**src/hdl/vcf_pkg.sv**
```systemverilog
// shared types, constants and speed helpers for the camera command framer
`timescale 1ns / 1ps
package vcf_pkg;

  localparam int CFG_IDX_W   = 3;
  localparam int CFG_DATA_W  = 7;
  localparam int QUEUE_DEPTH_DEF = 2;
  localparam int PAY_BYTES   = 9;
  localparam int HDR_BYTES   = 8;
  localparam int MAX_PKT     = 17;
  localparam int PKT_CNT_W   = 5;
  localparam int PAY_LEN_W   = 4;
  localparam int PAY_IDX_W   = 4;

  localparam logic [7:0] BYTE_ADDR   = 8'h81;
  localparam logic [7:0] BYTE_CMD    = 8'h01;
  localparam logic [7:0] BYTE_TERM   = 8'hff;
  localparam logic [7:0] BYTE_ZERO   = 8'h00;
  localparam logic [7:0] CAT_CAMERA  = 8'h04;
  localparam logic [7:0] CAT_PANTILT = 8'h06;
  localparam logic [7:0] FN_DRIVE    = 8'h01;
  localparam logic [7:0] FN_HOME     = 8'h04;
  localparam logic [7:0] FN_ZOOM     = 8'h07;
  localparam logic [7:0] FN_FOCUS    = 8'h08;
  localparam logic [7:0] FN_AF       = 8'h38;
  localparam logic [7:0] FN_PRESET   = 8'h3f;
  localparam logic [7:0] AF_ON       = 8'h02;
  localparam logic [7:0] AF_OFF      = 8'h03;
  localparam logic [7:0] PRE_RECALL  = 8'h02;
  localparam logic [7:0] PRE_STORE   = 8'h01;
  localparam logic [7:0] PRE_CLEAR   = 8'h00;
  localparam logic [7:0] DIR_A       = 8'h01;
  localparam logic [7:0] DIR_B       = 8'h02;
  localparam logic [7:0] DIR_STOP    = 8'h03;
  localparam logic [3:0] LENS_POS    = 4'h2;
  localparam logic [3:0] LENS_NEG    = 4'h3;
  localparam logic [7:0] HDR_CMD     = 8'h01;
  localparam logic [7:0] HDR_CTRL    = 8'h02;

  // control packet sent on a sequence reset
  localparam logic [7:0] CTRL_PKT [HDR_BYTES] = '{8'h02, 8'h00, 8'h00, 8'h01,
                                                  8'h00, 8'h00, 8'h00, 8'h01};

  typedef enum logic [3:0] {
    OP_PANTILT  = 4'd0,
    OP_ZOOM     = 4'd1,
    OP_FOCUS    = 4'd2,
    OP_AUTOFOC  = 4'd3,
    OP_RECALL   = 4'd4,
    OP_STORE    = 4'd5,
    OP_CLEAR    = 4'd6,
    OP_HOME     = 4'd7,
    OP_SEQRESET = 4'd8
  } opcode_t;

  typedef enum logic [CFG_IDX_W-1:0] {
    REG_MODE      = 3'd0,
    REG_INV_PAN   = 3'd1,
    REG_INV_TILT  = 3'd2,
    REG_PAN_LIM   = 3'd3,
    REG_TILT_LIM  = 3'd4,
    REG_ZOOM_LIM  = 3'd5,
    REG_FOCUS_LIM = 3'd6
  } reg_idx_t;

  typedef struct packed {
    logic       transport_mode;
    logic       invert_pan;
    logic       invert_tilt;
    logic [6:0] pan_speed_limit;
    logic [6:0] tilt_speed_limit;
    logic [3:0] zoom_speed_limit;
    logic [3:0] focus_speed_limit;
  } cfg_t;

  typedef struct packed {
    logic                           is_ctrl;
    logic [PAY_LEN_W-1:0]           len;
    logic [PAY_BYTES-1:0][7:0]      pay;
  } entry_t;

  // saturating negate of a q1.15 value
  function automatic logic signed [15:0] neg_sat(input logic signed [15:0] v);
    logic signed [15:0] r;
    if (v == 16'sh8000) r = 16'sh7fff;
    else                r = -v;
    return r;
  endfunction

  // magnitude of a q1.15 value, one bit wider so that -1.0 fits
  function automatic logic [16:0] mag17(input logic signed [15:0] v);
    logic [16:0] r;
    if (v[15]) r = 17'(-{v[15], v});
    else       r = {1'b0, v};
    return r;
  endfunction

  // round(mag * limit) with halves away from zero, clamped to 1..limit
  function automatic logic [6:0] speed_code(input logic [16:0] mag,
                                            input logic [6:0]  limit);
    logic [6:0]  lim;
    logic [23:0] prod;
    logic [24:0] sum;
    logic [9:0]  s;
    logic [6:0]  r;
    lim  = (limit == 7'd0) ? 7'd1 : limit;
    prod = 24'(mag) * 24'(lim);
    sum  = {1'b0, prod} + 25'd16384;
    s    = sum[24:15];
    if (s == 10'd0)             r = 7'd1;
    else if (s > {3'b0, lim})   r = lim;
    else                        r = s[6:0];
    return r;
  endfunction

  function automatic logic [7:0] lens_byte(input logic signed [15:0] v,
                                           input logic [3:0] limit);
    logic [6:0] code;
    logic [7:0] r;
    code = speed_code(mag17(v), {3'b0, limit});
    if (v == 16'sd0)  r = BYTE_ZERO;
    else if (v[15])   r = {LENS_NEG, code[3:0]};
    else              r = {LENS_POS, code[3:0]};
    return r;
  endfunction

endpackage

```
**src/hdl/vcf_if.sv**
```systemverilog
// valid/ready channel interfaces for commands in and packet bytes out
`timescale 1ns / 1ps
interface vcf_in_if;
  logic               valid;
  logic               ready;
  logic [3:0]         opcode;
  logic signed [15:0] pan_rate;
  logic signed [15:0] tilt_rate;
  logic signed [15:0] lens_rate;
  logic [6:0]         preset_number;
  logic               autofocus_enable;

  modport source (output valid, opcode, pan_rate, tilt_rate, lens_rate, preset_number,
                  autofocus_enable, input ready);
  modport sink (input valid, opcode, pan_rate, tilt_rate, lens_rate, preset_number,
                autofocus_enable, output ready);
endinterface

interface vcf_out_if;
  logic       valid;
  logic       ready;
  logic [7:0] packet_byte;
  logic       end_of_packet;

  modport source (output valid, packet_byte, end_of_packet, input ready);
  modport sink (input valid, packet_byte, end_of_packet, output ready);
endinterface

```
**src/hdl/visca_command_framer.sv**
```systemverilog
// top level of the camera command framer: config registers, front, queue, back
// Takes one camera command per item and sends its control packet one byte per
// item on the output, with end_of_packet on the last byte. The back end sends
// one byte every cycle the output is not stalled. A packet has 5 to 9 bytes in
// raw mode, 13 to 17 with the header, 8 for a sequence reset with header;
// without the header a sequence reset sends nothing and retires at once, and
// unknown opcodes are dropped at the input. Commands are classified and
// encoded combinationally and wait in a QUEUE_DEPTH entry queue, so new
// commands are taken while earlier packets are still going out; output byte
// registers keep the two sides apart.
// Config registers must only be written while no packet is pending.
`timescale 1ns / 1ps
module visca_command_framer #(
  parameter int QUEUE_DEPTH = vcf_pkg::QUEUE_DEPTH_DEF
) (
  input  logic                           clk,
  input  logic                           rst_n,
  vcf_in_if.sink                         in_chan,
  vcf_out_if.source                      out_chan,
  input  logic                           cfg_we,
  input  logic [vcf_pkg::CFG_IDX_W-1:0]  cfg_index,
  input  logic [vcf_pkg::CFG_DATA_W-1:0] cfg_data
);
  import vcf_pkg::*;

  cfg_t   cfg_r;
  logic   q_full;
  logic   q_push;
  logic   q_pop;
  logic   q_valid;
  entry_t q_in;
  entry_t q_head;

  always_ff @(posedge clk) begin
    if (!rst_n) begin
      cfg_r.transport_mode    <= 1'b1;
      cfg_r.invert_pan        <= 1'b0;
      cfg_r.invert_tilt       <= 1'b0;
      cfg_r.pan_speed_limit   <= 7'd24;
      cfg_r.tilt_speed_limit  <= 7'd20;
      cfg_r.zoom_speed_limit  <= 4'd7;
      cfg_r.focus_speed_limit <= 4'd7;
    end else if (cfg_we) begin
      case (reg_idx_t'(cfg_index))
        REG_MODE:      cfg_r.transport_mode    <= cfg_data[0];
        REG_INV_PAN:   cfg_r.invert_pan        <= cfg_data[0];
        REG_INV_TILT:  cfg_r.invert_tilt       <= cfg_data[0];
        REG_PAN_LIM:   cfg_r.pan_speed_limit   <= cfg_data[6:0];
        REG_TILT_LIM:  cfg_r.tilt_speed_limit  <= cfg_data[6:0];
        REG_ZOOM_LIM:  cfg_r.zoom_speed_limit  <= cfg_data[3:0];
        REG_FOCUS_LIM: cfg_r.focus_speed_limit <= cfg_data[3:0];
        default: begin
        end
      endcase
    end
  end

  vcf_front u_front (
    .cfg              (cfg_r),
    .in_valid         (in_chan.valid),
    .in_ready         (in_chan.ready),
    .opcode           (in_chan.opcode),
    .pan_rate         (in_chan.pan_rate),
    .tilt_rate        (in_chan.tilt_rate),
    .lens_rate        (in_chan.lens_rate),
    .preset_number    (in_chan.preset_number),
    .autofocus_enable (in_chan.autofocus_enable),
    .q_full           (q_full),
    .q_push           (q_push),
    .q_entry          (q_in)
  );

  vcf_queue #(
    .DEPTH (QUEUE_DEPTH)
  ) u_queue (
    .clk        (clk),
    .rst_n      (rst_n),
    .push       (q_push),
    .push_entry (q_in),
    .full       (q_full),
    .pop        (q_pop),
    .not_empty  (q_valid),
    .head       (q_head)
  );

  vcf_back u_back (
    .clk            (clk),
    .rst_n          (rst_n),
    .transport_mode (cfg_r.transport_mode),
    .q_valid        (q_valid),
    .q_head         (q_head),
    .q_pop          (q_pop),
    .out_valid      (out_chan.valid),
    .out_ready      (out_chan.ready),
    .packet_byte    (out_chan.packet_byte),
    .end_of_packet  (out_chan.end_of_packet)
  );

endmodule

```
**src/hdl/vcf_front.sv**
```systemverilog
// front end: accepts commands, computes speed codes and builds the payload
`timescale 1ns / 1ps
module vcf_front (
  input  vcf_pkg::cfg_t   cfg,
  input  logic            in_valid,
  output logic            in_ready,
  input  logic [3:0]      opcode,
  input  logic signed [15:0] pan_rate,
  input  logic signed [15:0] tilt_rate,
  input  logic signed [15:0] lens_rate,
  input  logic [6:0]      preset_number,
  input  logic            autofocus_enable,
  input  logic            q_full,
  output logic            q_push,
  output vcf_pkg::entry_t q_entry
);
  import vcf_pkg::*;

  logic signed [15:0] pan_v;
  logic signed [15:0] tilt_v;
  logic               known;
  entry_t             e;

  assign in_ready = !q_full;

  always_comb begin
    pan_v  = cfg.invert_pan  ? neg_sat(pan_rate)  : pan_rate;
    tilt_v = cfg.invert_tilt ? neg_sat(tilt_rate) : tilt_rate;
    known  = 1'b1;
    e      = '0;
    e.pay[0] = BYTE_ADDR;
    e.pay[1] = BYTE_CMD;
    case (opcode_t'(opcode))
      OP_PANTILT: begin
        e.pay[2] = CAT_PANTILT;
        e.pay[3] = FN_DRIVE;
        e.pay[4] = {1'b0, speed_code(mag17(pan_v), cfg.pan_speed_limit)};
        e.pay[5] = {1'b0, speed_code(mag17(tilt_v), cfg.tilt_speed_limit)};
        e.pay[6] = pan_v[15] ? DIR_A : ((pan_v != 16'sd0) ? DIR_B : DIR_STOP);
        // tilt directions run the other way round
        e.pay[7] = tilt_v[15] ? DIR_B : ((tilt_v != 16'sd0) ? DIR_A : DIR_STOP);
        e.pay[8] = BYTE_TERM;
        e.len    = PAY_LEN_W'(9);
      end
      OP_ZOOM: begin
        e.pay[2] = CAT_CAMERA;
        e.pay[3] = FN_ZOOM;
        e.pay[4] = lens_byte(lens_rate, cfg.zoom_speed_limit);
        e.pay[5] = BYTE_TERM;
        e.len    = PAY_LEN_W'(6);
      end
      OP_FOCUS: begin
        e.pay[2] = CAT_CAMERA;
        e.pay[3] = FN_FOCUS;
        e.pay[4] = lens_byte(lens_rate, cfg.focus_speed_limit);
        e.pay[5] = BYTE_TERM;
        e.len    = PAY_LEN_W'(6);
      end
      OP_AUTOFOC: begin
        e.pay[2] = CAT_CAMERA;
        e.pay[3] = FN_AF;
        e.pay[4] = autofocus_enable ? AF_ON : AF_OFF;
        e.pay[5] = BYTE_TERM;
        e.len    = PAY_LEN_W'(6);
      end
      OP_RECALL, OP_STORE, OP_CLEAR: begin
        e.pay[2] = CAT_CAMERA;
        e.pay[3] = FN_PRESET;
        e.pay[4] = (opcode_t'(opcode) == OP_RECALL) ? PRE_RECALL :
                   ((opcode_t'(opcode) == OP_STORE) ? PRE_STORE : PRE_CLEAR);
        e.pay[5] = {1'b0, preset_number};
        e.pay[6] = BYTE_TERM;
        e.len    = PAY_LEN_W'(7);
      end
      OP_HOME: begin
        e.pay[2] = CAT_PANTILT;
        e.pay[3] = FN_HOME;
        e.pay[4] = BYTE_TERM;
        e.len    = PAY_LEN_W'(5);
      end
      OP_SEQRESET: begin
        e.is_ctrl = 1'b1;
      end
      default: begin
        known = 1'b0;
      end
    endcase
  end

  // unknown opcodes are taken and dropped
  assign q_push  = in_valid && !q_full && known;
  assign q_entry = e;

endmodule

```
**src/hdl/vcf_queue.sv**
```systemverilog
// short fifo of built commands between front and back
`timescale 1ns / 1ps
module vcf_queue #(
  parameter int DEPTH = vcf_pkg::QUEUE_DEPTH_DEF
) (
  input  logic            clk,
  input  logic            rst_n,
  input  logic            push,
  input  vcf_pkg::entry_t push_entry,
  output logic            full,
  input  logic            pop,
  output logic            not_empty,
  output vcf_pkg::entry_t head
);
  import vcf_pkg::*;

  localparam int AW = (DEPTH > 1) ? $clog2(DEPTH) : 1;
  localparam int CW = $clog2(DEPTH + 1);

  entry_t         mem [DEPTH];
  logic [AW-1:0]  wr_ptr_r, wr_ptr_nxt;
  logic [AW-1:0]  rd_ptr_r, rd_ptr_nxt;
  logic [CW-1:0]  count_r, count_nxt;

  assign full      = (count_r == CW'(DEPTH));
  assign not_empty = (count_r != '0);
  assign head      = mem[rd_ptr_r];

  always_comb begin
    wr_ptr_nxt = wr_ptr_r;
    rd_ptr_nxt = rd_ptr_r;
    count_nxt  = count_r;
    if (push) begin
      wr_ptr_nxt = (wr_ptr_r == AW'(DEPTH - 1)) ? '0 : wr_ptr_r + 1'b1;
    end
    if (pop) begin
      rd_ptr_nxt = (rd_ptr_r == AW'(DEPTH - 1)) ? '0 : rd_ptr_r + 1'b1;
    end
    if (push && !pop) begin
      count_nxt = count_r + 1'b1;
    end else if (pop && !push) begin
      count_nxt = count_r - 1'b1;
    end
  end

  always_ff @(posedge clk) begin
    if (!rst_n) begin
      wr_ptr_r <= '0;
      rd_ptr_r <= '0;
      count_r  <= '0;
    end else begin
      wr_ptr_r <= wr_ptr_nxt;
      rd_ptr_r <= rd_ptr_nxt;
      count_r  <= count_nxt;
    end
  end

  always_ff @(posedge clk) begin
    if (push) begin
      mem[wr_ptr_r] <= push_entry;
    end
  end

endmodule

```
**src/hdl/vcf_back.sv**
```systemverilog
// back end: frames queued commands into header and payload bytes
`timescale 1ns / 1ps
module vcf_back (
  input  logic            clk,
  input  logic            rst_n,
  input  logic            transport_mode,
  input  logic            q_valid,
  input  vcf_pkg::entry_t q_head,
  output logic            q_pop,
  output logic            out_valid,
  input  logic            out_ready,
  output logic [7:0]      packet_byte,
  output logic            end_of_packet
);
  import vcf_pkg::*;

  logic [PKT_CNT_W-1:0] idx_r;
  logic [31:0]          seq_r;
  logic                 out_valid_r;
  logic [7:0]           byte_r;
  logic                 eop_r;

  logic [PKT_CNT_W-1:0] total;
  logic [PKT_CNT_W-1:0] hdr_len;
  logic [PAY_IDX_W-1:0] pay_idx;
  logic                 load;
  logic                 fire;
  logic                 emit;
  logic                 last;
  logic [7:0]           cur_byte;

  always_comb begin
    hdr_len = transport_mode ? PKT_CNT_W'(HDR_BYTES) : '0;
    if (q_head.is_ctrl) total = hdr_len;
    else                total = hdr_len + PKT_CNT_W'(q_head.len);
    pay_idx = PAY_IDX_W'(idx_r - hdr_len);
    load    = !out_valid_r || out_ready;
    // a sequence reset in raw mode has no bytes and retires at once
    fire    = q_valid && ((total == '0) || load);
    emit    = q_valid && (total != '0) && load;
    last    = (total == '0) || (idx_r == total - 1'b1);

    if (q_head.is_ctrl) begin
      cur_byte = CTRL_PKT[idx_r[2:0]];
    end else if (transport_mode && (idx_r < PKT_CNT_W'(HDR_BYTES))) begin
      case (idx_r[2:0])
        3'd0:    cur_byte = HDR_CMD;
        3'd3:    cur_byte = {{(8 - PAY_LEN_W){1'b0}}, q_head.len};
        3'd4:    cur_byte = seq_r[31:24];
        3'd5:    cur_byte = seq_r[23:16];
        3'd6:    cur_byte = seq_r[15:8];
        3'd7:    cur_byte = seq_r[7:0];
        default: cur_byte = BYTE_ZERO;
      endcase
    end else if (pay_idx < PAY_IDX_W'(PAY_BYTES)) begin
      cur_byte = q_head.pay[pay_idx];
    end else begin
      cur_byte = BYTE_ZERO;
    end
  end

  assign q_pop = fire && last;

  always_ff @(posedge clk) begin
    if (!rst_n) begin
      out_valid_r <= 1'b0;
      idx_r       <= '0;
      seq_r       <= 32'd1;
    end else begin
      if (load) begin
        out_valid_r <= emit;
      end
      if (fire) begin
        if (last) begin
          idx_r <= '0;
          if (q_head.is_ctrl)      seq_r <= 32'd1;
          else if (transport_mode) seq_r <= seq_r + 32'd1;
        end else begin
          idx_r <= idx_r + 1'b1;
        end
      end
    end
  end

  always_ff @(posedge clk) begin
    if (emit) begin
      byte_r <= cur_byte;
      eop_r  <= last;
    end
  end

  assign out_valid     = out_valid_r;
  assign packet_byte   = byte_r;
  assign end_of_packet = eop_r;

endmodule

```
**src/flat_wrapper.sv**
```systemverilog
// flat-port wrapper written by rule: the top's interface ports become plain ports
module visca_command_framer_flat import vcf_pkg::*;
#(
  parameter int QUEUE_DEPTH = vcf_pkg::QUEUE_DEPTH_DEF
)
  (clk, rst_n, cfg_we, cfg_index, cfg_data, in_chan_valid, in_chan_opcode, in_chan_pan_rate, in_chan_tilt_rate, in_chan_lens_rate, in_chan_preset_number, in_chan_autofocus_enable, in_chan_ready, out_chan_valid, out_chan_packet_byte, out_chan_end_of_packet, out_chan_ready);
  vcf_in_if in_chan_i ();
  vcf_out_if out_chan_i ();
  input  logic clk;
  input  logic rst_n;
  input  logic cfg_we;
  input  logic [vcf_pkg::CFG_IDX_W-1:0] cfg_index;
  input  logic [vcf_pkg::CFG_DATA_W-1:0] cfg_data;
  input wire logic [$bits(in_chan_i.valid)-1:0] in_chan_valid;
  input wire logic [$bits(in_chan_i.opcode)-1:0] in_chan_opcode;
  input wire logic [$bits(in_chan_i.pan_rate)-1:0] in_chan_pan_rate;
  input wire logic [$bits(in_chan_i.tilt_rate)-1:0] in_chan_tilt_rate;
  input wire logic [$bits(in_chan_i.lens_rate)-1:0] in_chan_lens_rate;
  input wire logic [$bits(in_chan_i.preset_number)-1:0] in_chan_preset_number;
  input wire logic [$bits(in_chan_i.autofocus_enable)-1:0] in_chan_autofocus_enable;
  output wire logic [$bits(in_chan_i.ready)-1:0] in_chan_ready;
  output wire logic [$bits(out_chan_i.valid)-1:0] out_chan_valid;
  output wire logic [$bits(out_chan_i.packet_byte)-1:0] out_chan_packet_byte;
  output wire logic [$bits(out_chan_i.end_of_packet)-1:0] out_chan_end_of_packet;
  input wire logic [$bits(out_chan_i.ready)-1:0] out_chan_ready;
  assign in_chan_i.valid = in_chan_valid;
  assign in_chan_i.opcode = in_chan_opcode;
  assign in_chan_i.pan_rate = in_chan_pan_rate;
  assign in_chan_i.tilt_rate = in_chan_tilt_rate;
  assign in_chan_i.lens_rate = in_chan_lens_rate;
  assign in_chan_i.preset_number = in_chan_preset_number;
  assign in_chan_i.autofocus_enable = in_chan_autofocus_enable;
  assign in_chan_ready = in_chan_i.ready;
  assign out_chan_valid = out_chan_i.valid;
  assign out_chan_packet_byte = out_chan_i.packet_byte;
  assign out_chan_end_of_packet = out_chan_i.end_of_packet;
  assign out_chan_i.ready = out_chan_ready;
  visca_command_framer #(.QUEUE_DEPTH(QUEUE_DEPTH)) u_core (.clk(clk), .rst_n(rst_n), .in_chan(in_chan_i), .out_chan(out_chan_i), .cfg_we(cfg_we), .cfg_index(cfg_index), .cfg_data(cfg_data));
endmodule
```
**config.mk**
```make
export PLATFORM = sky130hd
export DESIGN_NAME = visca_command_framer_flat
export DESIGN_NICKNAME = d
export VERILOG_FILES = /design/src/hdl/vcf_pkg.sv /design/src/hdl/vcf_if.sv /design/src/hdl/visca_command_framer.sv /design/src/hdl/vcf_front.sv /design/src/hdl/vcf_queue.sv /design/src/hdl/vcf_back.sv /design/src/flat_wrapper.sv
export SDC_FILE = /design/constraint.sdc
export NUM_CORES = 1
export LEC_CHECK = 0
export BUFFER_PORTS_ARGS = -buffer_cell sky130_fd_sc_hd__buf_2
export CELL_PAD_IN_SITES_DETAIL_PLACEMENT = 2
export CELL_PAD_IN_SITES_GLOBAL_PLACEMENT = 2
export CORE_MARGIN = 5
export CORE_UTILIZATION = 45
export CTS_CLUSTER_SIZE = 24
export DETAILED_ROUTE_END_ITERATION = 7
export PLACE_DENSITY_LB_ADDON = 0.1
export REMOVE_ABC_BUFFERS = 1
export SLEW_MARGIN = 25
export SYNTH_ARGS = -nofsm -noshare
export SYNTH_HDL_FRONTEND = slang
export SYNTH_HIERARCHICAL = 1
export SYNTH_SLANG_ARGS = --single-unit
```
**constraint.sdc**
```tcl
create_clock -name clk -period 16.82 [get_ports clk]
set_input_delay 0.841 -clock clk [delete_from_list [all_inputs] [get_ports clk]]
set_output_delay 0.841 -clock clk [all_outputs]
set_load 0.005 [all_outputs]
```
==> impl_metrics.toml, run 1 <==
[placed_design]
hpwl_um = 67400
globalplace.congestion = 0.874
portBuffers = 85

[timing]
slew_violations = 0
finClkSkew_ns = 0.0104
rsz0062_at_grt = "no"
setup_viol = 0
max_freq_mhz = 87.7
worst_pin_slew_ns = 1.08
worst_slew_margin_rel_pct = 26.4
hold_viol = 0
min_period_ns = 11.40
fin_setup_tns_ns = 0
fin_crit_sh_pct = 67.8

[power_and_ir_drop]
ir_worst_vdd_v = 0.0000985
p_leak_nw = 12.3
pwr-share-comb_pct = 54.3
p_seq_share_pct = 23.4
swShare_pct = 43.3
power_frac_clock_pct = 22.2
p_per_area_nw_per_um2 = 101
power_switching_w = 0.00123
p_int_w = 0.00161

[worst_setup_path]
slowest_stage = "a2111oi_0"
critPathMaxStageDelay_ns = 0.86
crit_fanout = 8
crit_family = "adder cells"
crit_buf_inv = 6
cp.required_ns = 17.11
start_kind = "input pin"
worstSetupEndpointType = "flop"
worstSetupPathType = "in -> reg"
crit_arrival_ns = 11.70

[route]
drt_first_pass_iters = 5
vias = 21365
drt_iter0_markers = 1063
drt_wl_total_um = 89600
post_drt_via_cell_ratio = 5.91
drcViolationCount = 0
post_drt_wl_per_cell_um = 24.8
ant_nets = 0

[synthesis]
yosysTopAreaCell = "edfxtp_1"
synth_cell_types = 105
synthCells = 2798
synth.area.top_cells = "edfxtp_1 19%, fa_1 16%, ha_1 11%"
syn_area_um2 = 26100
async_flop_share_pct = 0
synth-seq-cells = 231
netlist.area_leader.share_pct = 18.8
yosysSeqAreaShare_pct = 24.0
synthFlopType = "edfxtp_1"
synth_edf_count = 163
avgSynthCellArea_um2 = 9.31
yosysWarnings = 6

[finish]
multi_input_area_um2 = 18000
fill_cells = 6248
fin_util_pct = 48.5
nets = 3339
seq_area_um2 = 6260
synthToLayoutAreaGrowth_pct = 7.21
drive_gt1_share_pct = 10.7

[clock_tree]
cts_buffers = 27
cts_htree_levels = 1
clock_path_buffers = 3
ctsHoldBuffers = 0
ctsResizeCount = 0
cts.sinks = 231
cts_setup_buffers = 0
cts_tree = "yes"
insertion_delay_ns = 0.56
clkTransAtPathRegs_ns = 0.06
root_buffer = "clkbuf_16"

[floorplan]
dieHeight_um = 251
start_util_pct = 45.3
dieArea_um2 = 62800
pin_count = 86
die_w_um = 251
fp.coreArea_um2 = 57600
core.rowCount = 88

[global_routing]
antenna_found_initial = 0
grt_pass1_vias = 24526
grt_overflow = 0
grt_util_all_layers_pct = 28.0
grt_max_degree = 72
grt_first_pass_wirelength_um = 142000

[run_status]
status = "completed"

[job]
cap_violations = 0

[min_path]
hp-class = "reg -> reg"
==> final cells by class <==
class / instances / area share [%]
Clock buffer: 37 / 2.70
Multi-Input combinational cell: 2154 / 64.5
Inverter: 303 / 4.07
Tap cell: 765 / 3.43
Antenna cell: 1 / 0.00896
Timing Repair Buffer: 110 / 2.19
Clock inverter: 13 / 0.658
Sequential cell: 231 / 22.4
==> sequential cells by signal, indices dropped and copies added (netlist names), named ones only <==
| register | cells |
|---|---|
| u_core/cfg_r | 25 |
| u_core/u_queue/mem | 154 |
| u_core/u_back/packet_byte | 8 |
| u_core/u_queue/wr_ptr_r | 1 |
| u_core/u_back/seq_r | 32 |
| u_core/u_back/end_of_packet | 1 |
| u_core/u_back/idx_r | 5 |
| u_core/u_queue/rd_ptr_r | 1 |
| u_core/u_back/out_valid | 1 |
| u_core/u_queue/count_r | 2 |
==> per-layer routing <==
| metal | track usage, % | part of all wire, % | routed length [µm] |
|---|---|---|---|
| met4 | 7.73 | 2.9 | 2630 |
| met3 | 2.22 | 3.0 | 2680 |
| met2 | 52.8 | 53 | 47200 |
| met1 | 34.1 | 41 | 37100 |
| met5 | 0 | 0 | 0 |
==> cell usage in the layout, fill, tap and decap left out, types with 46 or more instances in the layout <==
master,count
a21oi_1,129
and2_1,129
buf_2,85
conb_1,56
dfxtp_1,67
edfxtp_1,163
fa_1,208
ha_1,229
inv_1,293
mux2_2,49
mux2i_1,49
nand2_1,259
nor2_1,212
nor2b_1,46
o21ai_0,100
xnor2_1,47
==> Yosys cell counts (all sizes together) (49+ instances only) <==
| cell | count |
|---|---|
| dfxtp | 68 |
| fa | 208 |
| and2 | 130 |
| nor2 | 213 |
| nand2 | 259 |
| mux2i | 49 |
| edfxtp | 163 |
| a21oi | 130 |
| o21ai | 109 |
| buf | 76 |
| mux2 | 83 |
| xnor2 | 49 |
| ha | 229 |
| inv | 296 |
| clkbuf | 88 |
==> path summary, 6_finish.rpt <==
path	startpoint	endpoint	slack (ns)	cells past startpoint
max	in_chan_pan_rate[0]	u_core/u_queue/mem[1][34]	5.42	37
min	u_core/u_back/seq_r[31]	u_core/u_back/seq_r[31]	0.51	1
max reg2reg	u_core/cfg_r[23]	u_core/u_queue/mem[1][34]	6.12	37
min reg2reg	u_core/u_back/seq_r[31]	u_core/u_back/seq_r[31]	0.51	1
==> power groups by stage <==
| stage | sequential (W) | combinational [W] | clock (W) |
|---|---|---|---|
| 6_report | 0.000665 | 0.00154 | 0.000631 |
| 5_1_grt | 0.000667 | 0.00172 | 0.000666 |
| 4_1_cts | 0.000665 | 0.00154 | 0.000642 |
| 3_5_place_dp | 0.000676 | 0.00151 | 0 |
| 3_3_place_gp | 0.000671 | 0.00140 | 0 |
| 2_1_floorplan | 0.000677 | 0.00105 | 0 |
==> per-stage QoR <==
stage / hold WS [ns] / cells / cell area [µm²] / setup WS [ns] / power [W]
after CTS: 0.509 / 3613 / 27900 / 5.65 / 0.00284
after floorplan: 0.436 / 2688 / 25400 / 7.33 / 0.00172
final: 0.514 / 3614 / 27900 / 5.42 / 0.00284
after global placement: 0.472 / 3563 / 27000 / 5.44 / 0.00207
after detailed placement: 0.491 / 3563 / 27000 / 5.15 / 0.00218
after global routing: 0.536 / 3613 / 27900 / 4.95 / 0.00305
==> cell families after synthesis <==
kind of cell,after synthesis,share of synthesized area [%]
AO/OA/AOI/OAI,490,12.5
XOR/XNOR,92,3.19
adder cells (fa/ha/maj),437,27.0
buffers and inverters,467,7.75
flip-flops,231,24.0
multiplexers,148,7.28
other,2,0.0288
AND/OR/NAND/NOR,931,18.3
==> worst reg2reg max path, delay by kind of cell, from the launching register on <==
kind,cells,cell delay (ns)
simple gates,8,1.80
buf+inv,5,0.59
fa+ha+maj,6,2.73
flops,1,0.31
xor+xnor,2,0.96
compound gates,14,3.38
mux,2,0.66
Note: power is estimated with default switching activity, not from simulation.
==> run 2, diff against run 1 <==
--- a/config.mk
+++ b/config.mk
@@ -9,7 +9,7 @@
 export CELL_PAD_IN_SITES_DETAIL_PLACEMENT = 2
 export CELL_PAD_IN_SITES_GLOBAL_PLACEMENT = 2
 export CORE_MARGIN = 5
-export CORE_UTILIZATION = 45
+export CORE_UTILIZATION = 42
 export CTS_CLUSTER_SIZE = 24
 export DETAILED_ROUTE_END_ITERATION = 7
 export PLACE_DENSITY_LB_ADDON = 0.1
==> constraint.sdc (replaced) <==
create_clock -name clk -period 10.61 [get_ports clk]
set_input_delay 0.5305 -clock clk [delete_from_list [all_inputs] [get_ports clk]]
set_output_delay 0.5305 -clock clk [all_outputs]
set_load 0.005 [all_outputs]
==> run 2 against run 1 <==
Effect of this change:
- count of clock-buffer cells in the layout shrank 2
- global-route usage fell by 2.5 points
- sequential power is 58% higher
- register-to-register slack worse by 5.3 ns
- design area grew 1.1%
- setup slack worse by 4.8 ns
- non-clock buffer count is 24 higher
- clock power rose by 65%
- sequential share of layout area fell by 0.25 points
- clock skew increased by 0.023 ns
- critical endpoint is now u_core/u_queue/mem[0][33]
==> impl_metrics.toml, run 2 (synthesized netlist as in run 1, its figures left out) <==
[run_status]
status = "completed"

[timing]
max_freq_mhz = 100
finClkSkew_ns = 0.0337
slew_violations = 0
worst_slew_margin_rel_pct = 29.4
fin_crit_sh_pct = 94.1
holdWs_ns = 0.239
min_period_ns = 9.98
fin_setup_tns_ns = 0
worst_pin_slew_ns = 1.06
setup_viol = 0
rsz0062_at_grt = "no"
hold_viol = 0

[clock_tree]
cts_buffers = 28
ctsResizeCount = 0
cts_setup_buffers = 0
cts_tree = "yes"
ctsHoldBuffers = 0
root_buffer = "clkbuf_16"
clock_path_buffers = 3
cts_htree_levels = 1
clkTransAtPathRegs_ns = 0.06
insertion_delay_ns = 0.60
cts.sinks = 231

[worst_setup_path]
timing.rr.start = "u_core/cfg_r[23]"
start_kind = "input pin"
worstSetupEndpointType = "flop"
ff2ff_path_depth = 34
reg2reg_slack_ns = 0.86
endpoint = "u_core/u_queue/mem[0][33]"
crit_fanout = 7
crit_path_start = "in_chan_pan_rate[0]"
worstSetupPathType = "in -> reg"
critPathMaxStageDelay_ns = 0.54
cp.required_ns = 10.92
crit_arrival_ns = 10.30
cpMostUsedCell = "inv_1"
worstReg2RegEnd = "u_core/u_queue/mem[0][33]"
slowest_stage = "fa_1"

[finish]
final_cell_mix = "293 x inv_1, 259 x nand2_1, 229 x ha_1"
top_register = "u_core/u_queue/mem"
largest_register_ffs = 154
drive_gt1_share_pct = 11.4
reg_top3 = "u_core/u_queue/mem (154), u_core/u_back/seq_r (32), u_core/cfg_r (25)"
num_antenna_cells = 0
synthToLayoutAreaGrowth_pct = 8.40
fin_util_pct = 45.9
final_common_cell = "inv_1"
nets = 3364

[floorplan]
start_util_pct = 42.3
core.rowCount = 91
fp.coreArea_um2 = 61600
die_w_um = 259
dieArea_um2 = 67100
pin_count = 86
dieHeight_um = 259

[power_and_ir_drop]
fin_total_pwr_w = 0.00451
p_per_area_nw_per_um2 = 160
p_leak_nw = 12.4
ir_worst_vdd_v = 0.000135

[route]
highest-signal-layer = "met5"
vias = 21154
wl_met1_um = 36800
post_drt_via_cell_ratio = 5.70
drt_first_pass_iters = 5
drt_iter0_markers = 957
met2_length_um = 45000
drt_wl_total_um = 86500
post_drt_wl_per_cell_um = 23.3
dr_wl_met3_um = 2470
drcViolationCount = 0
ant_nets = 0

[global_routing]
grt_pass1_vias = 24264
grt_first_pass_wirelength_um = 137000
antenna_found_initial = 1
grt_max_degree = 73
grt_util_all_layers_pct = 25.4
grt_overflow = 0

[job]
cap_violations = 0

[placed_design]
globalplace.congestion = 0.894
portBuffers = 85
hpwl_um = 66400

[min_path]
hp-class = "in -> reg"
==> run 2: cell count changes in the layout (fill, tap and decap cells not counted), sizes merged <==
| cell | delta |
|---|---|
| buf | +24 |
| bufinv | +1 |
| clkbuf | -2 |
| clkinvlp | +3 |
| clkinv | +1 |
| diode | -1 |
| inv | -1 |
==> run 2: power breakdown <==
part / internal, W / total (W) / leakage, nW / switching [W]
logic: 0.000941 / 0.00242 / 9.86 / 0.00148
clock network: 0.000617 / 0.00104 / 0.467 / 0.000419
registers: 0.00102 / 0.00105 / 2.07 / 0.0000279
total: 0.00258 / 0.00451 / 12.4 / 0.00193
==> run 2: worst min path at each step <==
| stage | endpoint | cells after the start | startpoint | slack, ns |
|---|---|---|---|---|
| 5_1_grt | u_core/cfg_r[20] | 3 | cfg_data[5] | 0.25 |
| 4_1_cts | u_core/cfg_r[19] | 3 | cfg_data[4] | 0.21 |
| 3_3_place_gp | u_core/u_queue/count_r[1] | 2 | u_core/u_queue/count_r[1] | 0.47 |
| 6_report | u_core/cfg_r[17] | 3 | cfg_data[2] | 0.24 |
| 3_5_place_dp | u_core/cfg_r[15] | 2 | u_core/cfg_r[15] | 0.48 |
| 2_1_floorplan | u_core/u_back/seq_r[31] | 1 | u_core/u_back/seq_r[31] | 0.44 |
==> run 2: worst max-delay path, delay by kind of cell <==
family | cells | cell delay (ns)
fa+ha+maj | 7 | 2.96
simple gates | 13 | 2.77
compound gates | 9 | 2.19
buf+inv | 8 | 0.82
mux | 2 | 0.66
xor+xnor | 2 | 0.32
==> run 2: area by class of cell <==
| cell class | instances | area (µm²) |
|---|---|---|
| fill | 6760 | 33300 |
| multi-input combinational | 2154 | 18000 |
| clock inverter | 17 | 243 |
| clock buffer | 35 | 737 |
| sequential | 231 | 6260 |
| timing repair buffer | 134 | 793 |
| tap | 837 | 1050 |
| inverter | 303 | 1140 |
==> run 2: metal layers <==
layer	vias to the layer above	global-route usage, %
li1	9743	-
met1	10951	31.8
met2	336	47.4
met3	122	2.36
met4	2	6.04
met5	-	0
==> run 2: metrics by stage <==
stage	setup slack [ns]	instances	cell area, µm²
floorplan	1.43	2688	25400
global placement	0.575	3659	27200
detailed placement	0.0655	3659	27200
CTS	0.637	3711	28200
global route	0.0134	3711	28300
finish	0.627	3711	28300
==> run 3, diff against run 2 <==
--- a/config.mk
+++ b/config.mk
@@ -8,6 +8,7 @@
 export BUFFER_PORTS_ARGS = -buffer_cell sky130_fd_sc_hd__buf_2
 export CELL_PAD_IN_SITES_DETAIL_PLACEMENT = 2
 export CELL_PAD_IN_SITES_GLOBAL_PLACEMENT = 2
+export CORE_ASPECT_RATIO = 1.2
 export CORE_MARGIN = 5
 export CORE_UTILIZATION = 42
 export CTS_CLUSTER_SIZE = 24
==> run 3 against run 2 <==
Effect of this change:
- routed wire length increased by 1.8%
- via count increased by 0.96%
- utilization decreased by 0.26 points
- first-iteration DRC count decreased by 12%
- total power decreased by 1.2%
- critical endpoint is now u_core/u_queue/mem[1][35]
- largest cell class unchanged
==> impl_metrics.toml, run 3 (synthesized netlist as in run 1, its figures left out) <==
[clock_tree]
clkTransAtPathRegs_ns = 0.07
clock_path_buffers = 3
ctsHoldBuffers = 0
cts_tree = "yes"
insertion_delay_ns = 0.57
cts.sinks = 231
cts_buffers = 28
cts_htree_levels = 1
root_buffer = "clkbuf_16"

[worst_setup_path]
critPathMaxStageDelay_ns = 0.54
crit_arrival_ns = 10.19
worstSetupPathType = "in -> reg"
crit_fanout = 7
cp.required_ns = 10.92
crit_buf_inv = 7
timing.rr.start = "u_core/cfg_r[23]"
worstSetupEndpointType = "flop"
slowest_stage = "fa_1"
ff2ff_path_depth = 37
crit_family = "adder cells"
cpMostUsedCell = "inv_1"
start_kind = "input pin"
reg2reg_slack_ns = 0.92
worstReg2RegEnd = "u_core/u_queue/mem[1][35]"

[finish]
nets = 3368
synthToLayoutAreaGrowth_pct = 8.17
final_common_cell = "inv_1"
final_area_um2 = 28200
top_register = "u_core/u_queue/mem"
drive_gt1_share_pct = 11.5
fin_util_pct = 45.6
num_antenna_cells = 0
reg_top3 = "u_core/u_queue/mem (154), u_core/u_back/seq_r (32), u_core/cfg_r (25)"
largest_register_ffs = 154
final_cell_mix = "293 x inv_1, 259 x nand2_1, 229 x ha_1"
fill_cells = 6732

[timing]
worst_pin_slew_ns = 1.09
worst_slew_margin_rel_pct = 27.4
setup_viol = 0
hold_viol = 0
slew_violations = 0
rsz0062_at_grt = "no"
max_freq_mhz = 101
fin_crit_sh_pct = 93.2
min_period_ns = 9.89
finClkSkew_ns = 0.0148

[placed_design]
placed_area_um2 = 27200
portBuffers = 85
globalplace.congestion = 0.892
hpwl_um = 67700

[floorplan]
dieArea_um2 = 67200
die_w_um = 237
core.rowCount = 100
dieHeight_um = 283
start_util_pct = 42.2
fp.coreArea_um2 = 61800
pin_count = 86

[min_path]
holdPathStages = 3
min_to = "u_core/cfg_r[21]"
worstHoldStart = "cfg_data[6]"
hp-class = "in -> reg"

[power_and_ir_drop]
pwr-share-comb_pct = 54.6
ir_worst_vdd_v = 0.0000994
p_per_area_nw_per_um2 = 158
swShare_pct = 43.0
p_seq_share_pct = 23.6
p_leak_nw = 12.4
power_frac_clock_pct = 21.8
power_switching_w = 0.00191
p_int_w = 0.00254

[route]
drt_wl_total_um = 88000
met2_length_um = 47900
ant_nets = 0
vias = 21358
post_drt_via_cell_ratio = 5.78
drt_first_pass_iters = 6
dr_wl_met3_um = 2240
post_drt_wl_per_cell_um = 23.8
drt_iter0_markers = 841
wl_met1_um = 35400
highest-signal-layer = "met4"
drcViolationCount = 0

[run_status]
status = "completed"

[global_routing]
grt_overflow = 0
grt_util_all_layers_pct = 25.9
grt_first_pass_wirelength_um = 139000
grt_max_degree = 78
antenna_found_initial = 0
grt_pass1_vias = 24729

[job]
cap_violations = 0
## run 3: per-layer routing
layer  global-route usage, %  up-vias
met5                       0        -
met4                    6.97        0
met3                    2.04      147
met2                    51.4      369
met1                    29.7    11099
li1                        -     9743
## run 3: timing repair
action                     CTS  global route
setup endpoints to repair    0            12
setup buffers                0             0
resized for setup            0             3
## run 3: per-stage QoR
stage / power [W] / setup WS, ns / hold slack, ns / instances / TNS (ns)
final: 0.00445 / 0.722 / 0.264 / 3692 / 0
after CTS: 0.00448 / 0.456 / 0.250 / 3692 / 0
after detailed placement: 0.00349 / -0.126 / 0.492 / 3642 / -0.627
after global routing: 0.00483 / 0.0762 / 0.271 / 3692 / 0
after global placement: 0.00332 / 0.375 / 0.473 / 3642 / 0
after floorplan: 0.00273 / 1.43 / 0.436 / 2688 / 0
## run 3: how the worst max path moves through the flow
stage	from	endpoint	slack, ns	cells past startpoint
3_5_place_dp	in_chan_pan_rate[0]	u_core/u_queue/mem[1][35]	-0.13	39
4_1_cts	in_chan_pan_rate[0]	u_core/u_queue/mem[1][35]	0.46	39
2_1_floorplan	in_chan_pan_rate[0]	u_core/u_queue/mem[0][33]	1.43	38
6_report	in_chan_pan_rate[0]	u_core/u_queue/mem[1][35]	0.72	40
3_3_place_gp	in_chan_pan_rate[0]	u_core/u_queue/mem[0][35]	0.37	39
5_1_grt	in_chan_pan_rate[0]	u_core/u_queue/mem[1][35]	0.08	40
## run 3: power by group through the flow
stage                     clock network (W)  registers (W)  logic, W
final                              0.000970        0.00105   0.00243
after global placement                    0        0.00106   0.00225
after global routing                0.00104        0.00106   0.00274
after CTS                          0.000988        0.00105   0.00244
after floorplan                           0        0.00107   0.00166
after detailed placement                  0        0.00107   0.00242
## run 3: worst register-to-register path: cells and delay by family, from the launching register on
| kind | cells | cell delay (ns) |
|---|---|---|
| AOI/OAI and AO/OA | 10 | 2.23 |
| xor gates and xnor gates | 2 | 0.53 |
| adders and majority gates | 6 | 2.56 |
| buffers and inverters | 6 | 0.78 |
| DFF | 1 | 0.31 |
| muxes | 2 | 0.62 |
| and+or+nand+nor | 11 | 2.39 |
## run 3: area by class of cell
| cell class | count | area [µm²] | share of cell area [%] |
|---|---|---|---|
| Clock buffer | 34 | 743 | 2.64 |
| Tap cell | 816 | 1020 | 3.62 |
| Clock inverter | 16 | 170 | 0.604 |
| Sequential cell | 231 | 6260 | 22.2 |
| Inverter | 303 | 1140 | 4.03 |
| Multi-Input combinational cell | 2154 | 18000 | 64.0 |
| Timing Repair Buffer | 138 | 827 | 2.93 |
